[src/rtl/core/mncr_pkg.sv]
// ----------------------------------------------------------------------------
// mncr_pkg
// Shared types, constants and command codes for the cubic root refiner.
// ----------------------------------------------------------------------------
package mncr_pkg;

  localparam int WORD_BITS = 32;
  localparam int ACC_BITS  = 64;
  localparam int FRAC_BITS = 16;

  localparam logic [30:0] Q_ONE_HUNDRED = 31'd6553600;
  localparam logic [30:0] CHANGE_MAX    = 31'h7FFF_FFFF;

  localparam logic signed [31:0] RST_CUBIC    = 32'sd65536;
  localparam logic signed [31:0] RST_SQUARE   = -32'sd327680;
  localparam logic signed [31:0] RST_LINEAR   = 32'sd458752;
  localparam logic signed [31:0] RST_CONSTANT = -32'sd196608;
  localparam logic [30:0]        RST_TOL      = 31'd6554;
  localparam logic [7:0]         RST_LIMIT    = 8'd100;

  typedef enum logic [2:0] {
    REG_CUBIC    = 3'd0,
    REG_SQUARE   = 3'd1,
    REG_LINEAR   = 3'd2,
    REG_CONSTANT = 3'd3,
    REG_TOL      = 3'd4,
    REG_LIMIT    = 3'd5
  } reg_idx_t;

  typedef enum logic [1:0] {
    ST_CONVERGED = 2'd0,
    ST_LIMIT     = 2'd1,
    ST_ZERO_DEN  = 2'd2
  } status_t;

  // controller states
  typedef enum logic [2:0] {
    S_IDLE, S_ISSUE, S_WAIT, S_CHECK, S_DONE
  } ctrl_state_t;

  // datapath micro operations
  typedef enum logic [3:0] {
    OP_NONE,
    OP_LOAD,    // x <- start value, change <- 100
    OP_MUL,     // p <- qmul(a_sel, b_sel) (multi cycle)
    OP_ADD,     // r[dst] <- sadd(p, b_sel)
    OP_SUB,     // r[dst] <- ssub(a_sel, b_sel)
    OP_DIV,     // quotient unit (multi cycle)
    OP_UPDATE,  // q <- signed quotient num/den
    OP_PCT,     // change division
    OP_COMMIT   // x <- clamp(x - q), diff
  } op_t;

  // register file slots
  typedef enum logic [3:0] {
    R_X, R_F, R_G, R_H, R_T, R_NUM, R_DEN, R_GG, R_FH, R_Q, R_DIFF,
    R_C3, R_C2, R_C1, R_C0, R_ZERO
  } slot_t;

  typedef struct packed {
    op_t   op;
    slot_t a;
    slot_t b;
    slot_t dst;
    logic  a_x3;  // multiply a by 3
    logic  a_x6;
    logic  b_x2;  // add operand doubled
  } dp_cmd_t;

  typedef struct packed {
    logic busy;
    logic den_zero;
    logic x1_zero;
    logic conv;
  } dp_stat_t;

  function automatic logic signed [63:0] sat_add(input logic signed [63:0] a,
                                                 input logic signed [63:0] b);
    logic signed [64:0] s;
    s = {a[63], a} + {b[63], b};
    if (s[64] != s[63]) sat_add = s[64] ? {1'b1, 63'd0} : {1'b0, {63{1'b1}}};
    else sat_add = s[63:0];
  endfunction

  function automatic logic signed [63:0] sat_sub(input logic signed [63:0] a,
                                                 input logic signed [63:0] b);
    logic signed [64:0] s;
    s = {a[63], a} - {b[63], b};
    if (s[64] != s[63]) sat_sub = s[64] ? {1'b1, 63'd0} : {1'b0, {63{1'b1}}};
    else sat_sub = s[63:0];
  endfunction

  function automatic logic [63:0] mag(input logic signed [63:0] v);
    mag = v[63] ? 64'(-v) : 64'(v);
  endfunction

  // magnitude with sign to saturated signed value
  function automatic logic signed [63:0] from_mag(input logic neg,
                                                  input logic ovf,
                                                  input logic [63:0] m);
    if (neg) begin
      if (ovf || m[63]) from_mag = {1'b1, 63'd0};
      else from_mag = 64'(-m);
    end else begin
      if (ovf || m[63]) from_mag = {1'b0, {63{1'b1}}};
      else from_mag = m;
    end
  endfunction

  function automatic logic signed [63:0] clamp_word(input logic signed [63:0] v);
    logic signed [63:0] hi;
    logic signed [63:0] lo;
    hi = 64'sd0;
    hi[WORD_BITS-2:0] = '1;
    lo = ~hi;
    if (v > hi) clamp_word = hi;
    else if (v < lo) clamp_word = lo;
    else clamp_word = v;
  endfunction

endpackage

[src/rtl/core/mncr_ctrl.sv]
// ----------------------------------------------------------------------------
// mncr_ctrl
// Sequencer: walks the micro program of one refinement iteration, counts
// iterations and decides the exit status.
// ----------------------------------------------------------------------------
module mncr_ctrl (
  input  logic                clk,
  input  logic                rst,
  input  logic                in_valid,
  output logic                in_ready,
  output logic                out_valid,
  input  logic                out_ready,
  input  logic [7:0]          iteration_limit,
  input  mncr_pkg::dp_stat_t  stat,
  output mncr_pkg::dp_cmd_t   cmd,
  output logic [7:0]          iterations_used,
  output logic [1:0]          status
);

  mncr_pkg::ctrl_state_t state;
  mncr_pkg::ctrl_state_t state_next;
  logic [4:0]  pc;
  logic [7:0]  done_cnt;
  logic [1:0]  st;
  logic        first;
  mncr_pkg::dp_cmd_t pcmd;
  logic        waits;

  // micro program of one iteration; mul/div ops are followed by a wait, which
  // writes a mul or percent result on completion (the step quotient at update)
  always_comb begin
    pcmd = '{op: mncr_pkg::OP_NONE, a: mncr_pkg::R_ZERO, b: mncr_pkg::R_ZERO,
             dst: mncr_pkg::R_ZERO, a_x3: 1'b0, a_x6: 1'b0, b_x2: 1'b0};
    waits = 1'b0;
    case (pc)
      // f = ((c3*x + c2)*x + c1)*x + c0
      5'd0: begin pcmd.op = mncr_pkg::OP_MUL; pcmd.a = mncr_pkg::R_C3;
        pcmd.b = mncr_pkg::R_X; waits = 1'b1; end
      5'd1: begin pcmd.op = mncr_pkg::OP_ADD; pcmd.b = mncr_pkg::R_C2;
        pcmd.dst = mncr_pkg::R_T; end
      5'd2: begin pcmd.op = mncr_pkg::OP_MUL; pcmd.a = mncr_pkg::R_T;
        pcmd.b = mncr_pkg::R_X; waits = 1'b1; end
      5'd3: begin pcmd.op = mncr_pkg::OP_ADD; pcmd.b = mncr_pkg::R_C1;
        pcmd.dst = mncr_pkg::R_T; end
      5'd4: begin pcmd.op = mncr_pkg::OP_MUL; pcmd.a = mncr_pkg::R_T;
        pcmd.b = mncr_pkg::R_X; waits = 1'b1; end
      5'd5: begin pcmd.op = mncr_pkg::OP_ADD; pcmd.b = mncr_pkg::R_C0;
        pcmd.dst = mncr_pkg::R_F; end
      // g = (3c3*x + 2c2)*x + c1
      5'd6: begin pcmd.op = mncr_pkg::OP_MUL; pcmd.a = mncr_pkg::R_C3;
        pcmd.a_x3 = 1'b1; pcmd.b = mncr_pkg::R_X; waits = 1'b1; end
      5'd7: begin pcmd.op = mncr_pkg::OP_ADD; pcmd.b = mncr_pkg::R_C2;
        pcmd.b_x2 = 1'b1; pcmd.dst = mncr_pkg::R_T; end
      5'd8: begin pcmd.op = mncr_pkg::OP_MUL; pcmd.a = mncr_pkg::R_T;
        pcmd.b = mncr_pkg::R_X; waits = 1'b1; end
      5'd9: begin pcmd.op = mncr_pkg::OP_ADD; pcmd.b = mncr_pkg::R_C1;
        pcmd.dst = mncr_pkg::R_G; end
      // h = 6c3*x + 2c2
      5'd10: begin pcmd.op = mncr_pkg::OP_MUL; pcmd.a = mncr_pkg::R_C3;
        pcmd.a_x6 = 1'b1; pcmd.b = mncr_pkg::R_X; waits = 1'b1; end
      5'd11: begin pcmd.op = mncr_pkg::OP_ADD; pcmd.b = mncr_pkg::R_C2;
        pcmd.b_x2 = 1'b1; pcmd.dst = mncr_pkg::R_H; end
      5'd12: begin pcmd.op = mncr_pkg::OP_MUL; pcmd.a = mncr_pkg::R_F;
        pcmd.b = mncr_pkg::R_G; pcmd.dst = mncr_pkg::R_NUM; waits = 1'b1; end
      5'd13: begin pcmd.op = mncr_pkg::OP_MUL; pcmd.a = mncr_pkg::R_G;
        pcmd.b = mncr_pkg::R_G; pcmd.dst = mncr_pkg::R_GG; waits = 1'b1; end
      5'd14: begin pcmd.op = mncr_pkg::OP_MUL; pcmd.a = mncr_pkg::R_F;
        pcmd.b = mncr_pkg::R_H; pcmd.dst = mncr_pkg::R_FH; waits = 1'b1; end
      5'd15: begin pcmd.op = mncr_pkg::OP_SUB; pcmd.a = mncr_pkg::R_GG;
        pcmd.b = mncr_pkg::R_FH; pcmd.dst = mncr_pkg::R_DEN; end
      // 16: zero denominator check happens in S_CHECK
      5'd17: begin pcmd.op = mncr_pkg::OP_DIV; waits = 1'b1; end
      5'd18: begin pcmd.op = mncr_pkg::OP_UPDATE; end
      5'd19: begin pcmd.op = mncr_pkg::OP_COMMIT; end
      5'd20: begin pcmd.op = mncr_pkg::OP_PCT; waits = 1'b1; end
      default: ;
    endcase
  end

  always_ff @(posedge clk) begin
    if (rst) begin
      state    <= mncr_pkg::S_IDLE;
      pc       <= '0;
      done_cnt <= '0;
      st       <= mncr_pkg::ST_LIMIT;
      first    <= 1'b0;
    end else begin
      state <= state_next;
      case (state)
        mncr_pkg::S_IDLE: if (in_valid) begin
          pc <= '0; done_cnt <= '0; first <= 1'b1;
        end
        // check points keep pc so S_CHECK sees where it came from
        mncr_pkg::S_ISSUE: if (!waits && pc != 5'd16 && pc != 5'd21) pc <= pc + 5'd1;
        mncr_pkg::S_WAIT:  if (!stat.busy) pc <= pc + 5'd1;
        mncr_pkg::S_CHECK: begin
          first <= 1'b0;
          if (first && stat.conv) st <= mncr_pkg::ST_CONVERGED;
          else if (pc == 5'd16) begin
            if (stat.den_zero) st <= mncr_pkg::ST_ZERO_DEN;
            else pc <= 5'd17;
          end else begin
            if (!first) done_cnt <= done_cnt + 8'd1;
            pc <= '0;
            if (!first && !stat.x1_zero && stat.conv) st <= mncr_pkg::ST_CONVERGED;
            else st <= mncr_pkg::ST_LIMIT;
          end
        end
        default: ;
      endcase
    end
  end

  always_comb begin
    state_next = state;
    cmd = '{op: mncr_pkg::OP_NONE, a: mncr_pkg::R_ZERO, b: mncr_pkg::R_ZERO,
            dst: mncr_pkg::R_ZERO, a_x3: 1'b0, a_x6: 1'b0, b_x2: 1'b0};
    case (state)
      mncr_pkg::S_IDLE: begin
        if (in_valid) begin
          cmd.op = mncr_pkg::OP_LOAD;
          state_next = mncr_pkg::S_CHECK;
        end
      end
      mncr_pkg::S_ISSUE: begin
        cmd = pcmd;
        if (pc == 5'd16 || pc == 5'd21) state_next = mncr_pkg::S_CHECK;
        else if (waits) state_next = mncr_pkg::S_WAIT;
      end
      mncr_pkg::S_WAIT: begin
        // completion cycle doubles as the write back of the unit result
        cmd.dst = pcmd.dst;
        if (pcmd.op == mncr_pkg::OP_MUL && pcmd.dst == mncr_pkg::R_ZERO)
          cmd.dst = mncr_pkg::R_Q;
        if (!stat.busy) state_next = mncr_pkg::S_ISSUE;
      end
      mncr_pkg::S_CHECK: begin
        if (first) begin
          if (stat.conv || iteration_limit == 8'd0) state_next = mncr_pkg::S_DONE;
          else state_next = mncr_pkg::S_ISSUE;
        end else if (pc == 5'd16) begin
          state_next = stat.den_zero ? mncr_pkg::S_DONE : mncr_pkg::S_ISSUE;
        end else if (!stat.x1_zero && stat.conv) state_next = mncr_pkg::S_DONE;
        else if (done_cnt + 8'd1 >= iteration_limit) state_next = mncr_pkg::S_DONE;
        else state_next = mncr_pkg::S_ISSUE;
      end
      mncr_pkg::S_DONE: if (out_ready) state_next = mncr_pkg::S_IDLE;
      default: state_next = mncr_pkg::S_IDLE;
    endcase
  end

  assign in_ready        = state == mncr_pkg::S_IDLE;
  assign out_valid       = state == mncr_pkg::S_DONE;
  assign iterations_used = done_cnt;
  assign status          = st;

`ifndef SYNTHESIS
  a_out_hold: assert property (@(posedge clk) disable iff (rst)
    out_valid && !out_ready |=> out_valid && $stable(iterations_used))
    else $error("result changed while stalled");
  a_no_overlap: assert property (@(posedge clk) disable iff (rst)
    !(in_ready && out_valid)) else $error("input and output overlap");
  a_cnt_limit: assert property (@(posedge clk) disable iff (rst)
    out_valid |-> iterations_used <= iteration_limit)
    else $error("iteration count over limit");
`endif

endmodule

[config.mk]
export PLATFORM = sky130hd
export DESIGN_NAME = mncr_ctrl
export DESIGN_NICKNAME = d
export VERILOG_FILES = /design/src/rtl/core/mncr_pkg.sv /design/src/rtl/core/mncr_ctrl.sv
export SDC_FILE = /design/constraint.sdc
export NUM_CORES = 1
export LEC_CHECK = 0
export BUFFER_PORTS_ARGS = -buffer_cell sky130_fd_sc_hd__buf_2
export CORE_AREA = 2 2 82 84
export CTS_CLUSTER_DIAMETER = 150
export DETAILED_ROUTE_END_ITERATION = 10
export DIE_AREA = 0 0 84 86
export HOLD_SLACK_MARGIN = 0.06
export PLACE_DENSITY = 0.54
export SYNTH_ARGS = -nofsm -noshare
export SYNTH_HDL_FRONTEND = slang
export SYNTH_SLANG_ARGS = --single-unit
[constraint.sdc]
create_clock -name clk -period 4.9 [get_ports clk]
set_clock_uncertainty 0.05 [all_clocks]
set_input_delay 0.49 -clock clk [delete_from_list [all_inputs] [get_ports clk]]
set_output_delay 0.49 -clock clk [all_outputs]
set_load 0.05 [all_outputs]
# Word level (Yosys, flattened, before mapping)
# Cells that the tools add are included.
# W data, S select, Z words.
# word_totals
out_inout_bits,31
input_bits,16
ff_bits,19
wordCells,125
# classes
n_reduce_logical,34
addsub,2
mux,44
n_lt_le_gt_ge,1
eq_ne,39
# op_table
cell,n
$pmux W4 S7,2
$eq A5 B4 Y1 const B,8
$mux W8,5
$mux W3,12
$pmux W4 S8,1
$eq A5 B5 Y1 const B,6
$mux W5,6
$eq A5 B3 Y1 const B,4
$pmux W4 S5,1
$pmux W5 S4,1
$pmux W4 S2,2
$pmux W8 S2,1
$pmux W3 S5,1
$ne A2 B2 Y1 const B,6
$reduce_or A3 Y1,4
$reduce_or A6 Y1,2
$reduce_or A11 Y1,1
$eq A5 B2 Y1 const B,2
$ne A5 B5 Y1 const B,2
$ne A3 B3 Y1 const B,3
$reduce_or A9 Y1,1
$add A8 B1 Y8 const B,1
$ge A8 B8 Y1,1
$logic_not A8 Y1,1
other kinds (24),46

# Longest topological paths before layout
# logic_depth
depth_word,8
mapped_depth,10
depth_no_buf,9

# Worst setup path after synthesis
# OpenSTA, ideal clock, no wires.
# synth_timing
kind,flip-flop to output port
start,register pc[3]
end,output cmd[5] (netlist bit)
arrival_ns,2.746
required_time_ns,4.360
path_stages_with_launch,11
setup_slack_ns,1.614
n_path_buf,3
cell_sequence,dfxtp_1 -> buf_2 -> buf_1 -> and3_1 -> ha_1 -> clkbuf_1 -> nand2b_1 -> a21boi_0 -> o221ai_1 -> o21ai_0 -> a22oi_1
# synth_lines
element,line,source
start: declaration,mncr_ctrl.sv:22,logic [4:0] pc;
start signal: assignment,mncr_ctrl.sv:94,mncr_pkg::S_ISSUE: if (!waits && pc != 5'd16 && pc != 5'd21) pc <= pc + 5'd1;
start signal: assignment,mncr_ctrl.sv:95,mncr_pkg::S_WAIT: if (!stat.busy) pc <= pc + 5'd1;
end: declaration,mncr_ctrl.sv:15,"output mncr_pkg::dp_cmd_t cmd,"

==> flow_summary.yaml <==
run_status:
  outcome: "completed"
critical_path:
  path_class: "flop to primary output"
  cp.depth: 8
  required_ns: 4.36
  cp-end-kind: "primary output"
  worst-path-buf-inv: 1
  rr_endpoint: "state[2]"
  critPathSlowestCell: "dfxtp_1"
  r2r-start: "iterations_used[0]"
  critPathTopFamily: "flip-flops"
  startpoint_type: "flop"
  crit_path_max_fanout: 26
  reg2reg_depth: 7
  rrSetupSlack_ns: 2.42
  cp_data_arrival_time_ns: 2.83
  crit_path_cell_trace: "and3_1, ha_1, nand2b_1, a21boi_0, o221ai_1, o21ai_0, a22oi_1, buf_2"
  worst_path_largest_cell_delay_ns: 0.86
timing:
  slew_headroom_pct: 45.3
  final-hold-violation-count: 0
  worst_slew_pin_slew_ns: 0.819
  max_freq_ghz: 0.297
  post-route-period-util_pct: 68.8
  finalSetupTns_ns: 0
  fin_crit_ns: 3.37
  final_max_slew_viol_count: 0
  rsz0062_at_grt: "no"
  setup_viol: 0
synthesis:
  yosysWarnings: 0
  avgSynthCellArea_um2: 7.11
  synthCells: 279
  netlist_area_um2: 1980
  synth_top_area_cell: "dfxtp_1"
  synth-edff-count: 0
  ys_types: 55
  yosys_register_bits: 19
  async_reset_ff_share_pct: 0
  synth_ff_type: "dfxtp_1"
  ys_seq_area_share_pct: 19.2
  yosysTopAreaCellShare_pct: 19.2
  synth_area_leaders: "dfxtp_1 (19%), ha_1 (8.8%), a21oi_1 (5.6%)"
  synth_fp_nets: 309
clock_tree:
  clkLatencyLatePin_ns: 0.26
  ctsHoldBuffers: 0
  post-cts-setup-buffers: 0
  numClockSinks: 19
  cts_buffers: 3
  cts_resized: 0
  cts_tree: "built"
  clk_pin_slew_worst_paths_ns: 0.08
  cts-htree-levels: 1
  cts-root-buf: "clkbuf_8"
  clk_path_buf_depth: 2
power_and_ir_drop:
  power_density_nw_per_um2: 497
  leakage_nw: 0.909
  finalPower_mw: 1.13
  peakVddDrop_uv: 397
routing:
  via_count: 2115
  first_iter_violations: 144
  drc: 0
  ant_nets: 0
  totalWireLength_mm: 5.66
  dr.pass1.iters: 4
  wl_per_cell_um: 14.5
  routed_via_density: 5.44
flow_run:
  max_cap_violations: 0
place:
  place_area_um2: 2220
  dp_cells: 385
  gp_congestion: 0.858
  place_hpwl_mm: 4.31
  numPortBuffers: 46
min_path:
  hp-class: "flop to flop"
  min-delay-start: "status[0]"
  min_path_cells: 2
  hold_end: "status[0]"
floorplan:
  die_w_um: 84
  die_y_um: 86
  rows: 29
  initial_core_util_pct: 31.6
  io_pins: 47
  die_area_um2: 7220
  core-area_um2: 6280
global_route:
  antenna_found_initial: 0
  grt_max_degree: 27
  grt_pass1_vias: 1942
  grt_pass1_wl_mm: 9.44
  gr-total-overflow: 0
  track_usage_pct: 15.9
cells_and_area:
  finalNonFillerCells: 389
  final_area_um2: 2270
  mostFrequentLayoutCells: "buf_2 (46), nor2_1 (29), nand2_1 (28)"
  mostFrequentLayoutCell: "buf_2"
  final_nets: 343
  final_util_pct: 36.1
  antenna_cells: 0
  syn_to_final_growth_pct: 14.3
  drive_above_1_share_pct: 18.9
==> area by class of cell <==
cell class                 instances  area (um2)
clock buffer                       3        41.3
clock inverter                     1        7.51
timing repair buffer              46         230
inverter                          16        60.1
tap                               77        96.3
multi-input combinational        227        1450
fill                             690        4010
sequential                        19         380
==> worst max path at each step <==
stage	end	start	slack (ns)
after detailed placement	cmd[5]	pc[3]	1.87
after global placement	cmd[5]	pc[3]	1.96
after global routing	cmd[5]	pc[3]	1.31
after floorplan	cmd[5]	pc[3]	1.61
after CTS	cmd[5]	pc[3]	1.57
final	cmd[5]	pc[3]	1.53
==> cells by family after synthesis <==
kind of cell               Yosys count  share of synthesized area (%)
AOI/OAI and AO/OA                   80                           26.5
xor gates and xnor gates             9                           3.97
adders and majority gates           14                           8.83
buffers and inverters               33                           7.63
DFF                                 19                           19.2
muxes                                3                           1.51
and+or+nand+nor                    121                           32.4
==> power breakdown <==
part	switching, mW	internal, mW	total [mW]
Combinational	0.548	0.220	0.768
Clock	0.0602	0.0575	0.118
Sequential	0.0627	0.178	0.240
==> worst register-to-register path: cells and delay by family (launching register included) <==
family                   cells  cell delay, ns
AO/OA/AOI/OAI                3            0.92
adder cells (fa/ha/maj)      1            0.30
AND/OR/NAND/NOR              2            0.41
XOR/XNOR                     1            0.25
flip-flops                   1            0.45
==> registers in the layout, indices dropped and copies added (netlist names) <==
name	count
first	1
iterations_used	8
pc	5
state	3
status	2
==> Yosys cell counts (2+ instances only) <==
| master | number |
|---|---|
| nor3_1 | 14 |
| o22ai_1 | 3 |
| o311ai_0 | 2 |
| a2111oi_0 | 2 |
| clkbuf_1 | 7 |
| nand3b_1 | 3 |
| a21oi_1 | 22 |
| ha_1 | 14 |
| nand2_1 | 28 |
| xor2_1 | 3 |
| nor2_1 | 29 |
| a211oi_1 | 2 |
| inv_1 | 16 |
| dfxtp_1 | 19 |
| buf_4 | 4 |
| a21o_1 | 3 |
| o21a_1 | 3 |
| nand3_1 | 4 |
| nand4_1 | 6 |
| nor4_1 | 4 |
| nor3_2 | 2 |
| o21ai_0 | 14 |
| o211ai_1 | 7 |
| or3_1 | 5 |
| mux2i_1 | 3 |
| nor2b_1 | 4 |
| and3_1 | 2 |
| and2_1 | 3 |
| nand2b_1 | 9 |
| a31oi_1 | 5 |
| a22oi_1 | 3 |
| buf_2 | 4 |
| xnor2_1 | 6 |
| a21boi_0 | 2 |
| o21bai_1 | 2 |
==> stage by stage <==
step	worst slack, ns	hold slack, ns
6_report	1.53	0.438
5_1_grt	1.31	0.475
4_1_cts	1.57	0.445
3_5_place_dp	1.87	0.433
3_3_place_gp	1.96	0.442
2_1_floorplan	1.61	0.433
==> layer usage <==
layer | vias to the layer above | track usage [%] | share of wire, %
met5 | - | 0 | 0
met4 | 0 | 4.84 | 1.4
li1 | 1086 | - | -
met1 | 963 | 22.7 | 50
met3 | 7 | 1.92 | 5.3
met2 | 59 | 24.9 | 43
Note: power is estimated with default switching activity, not from simulation.
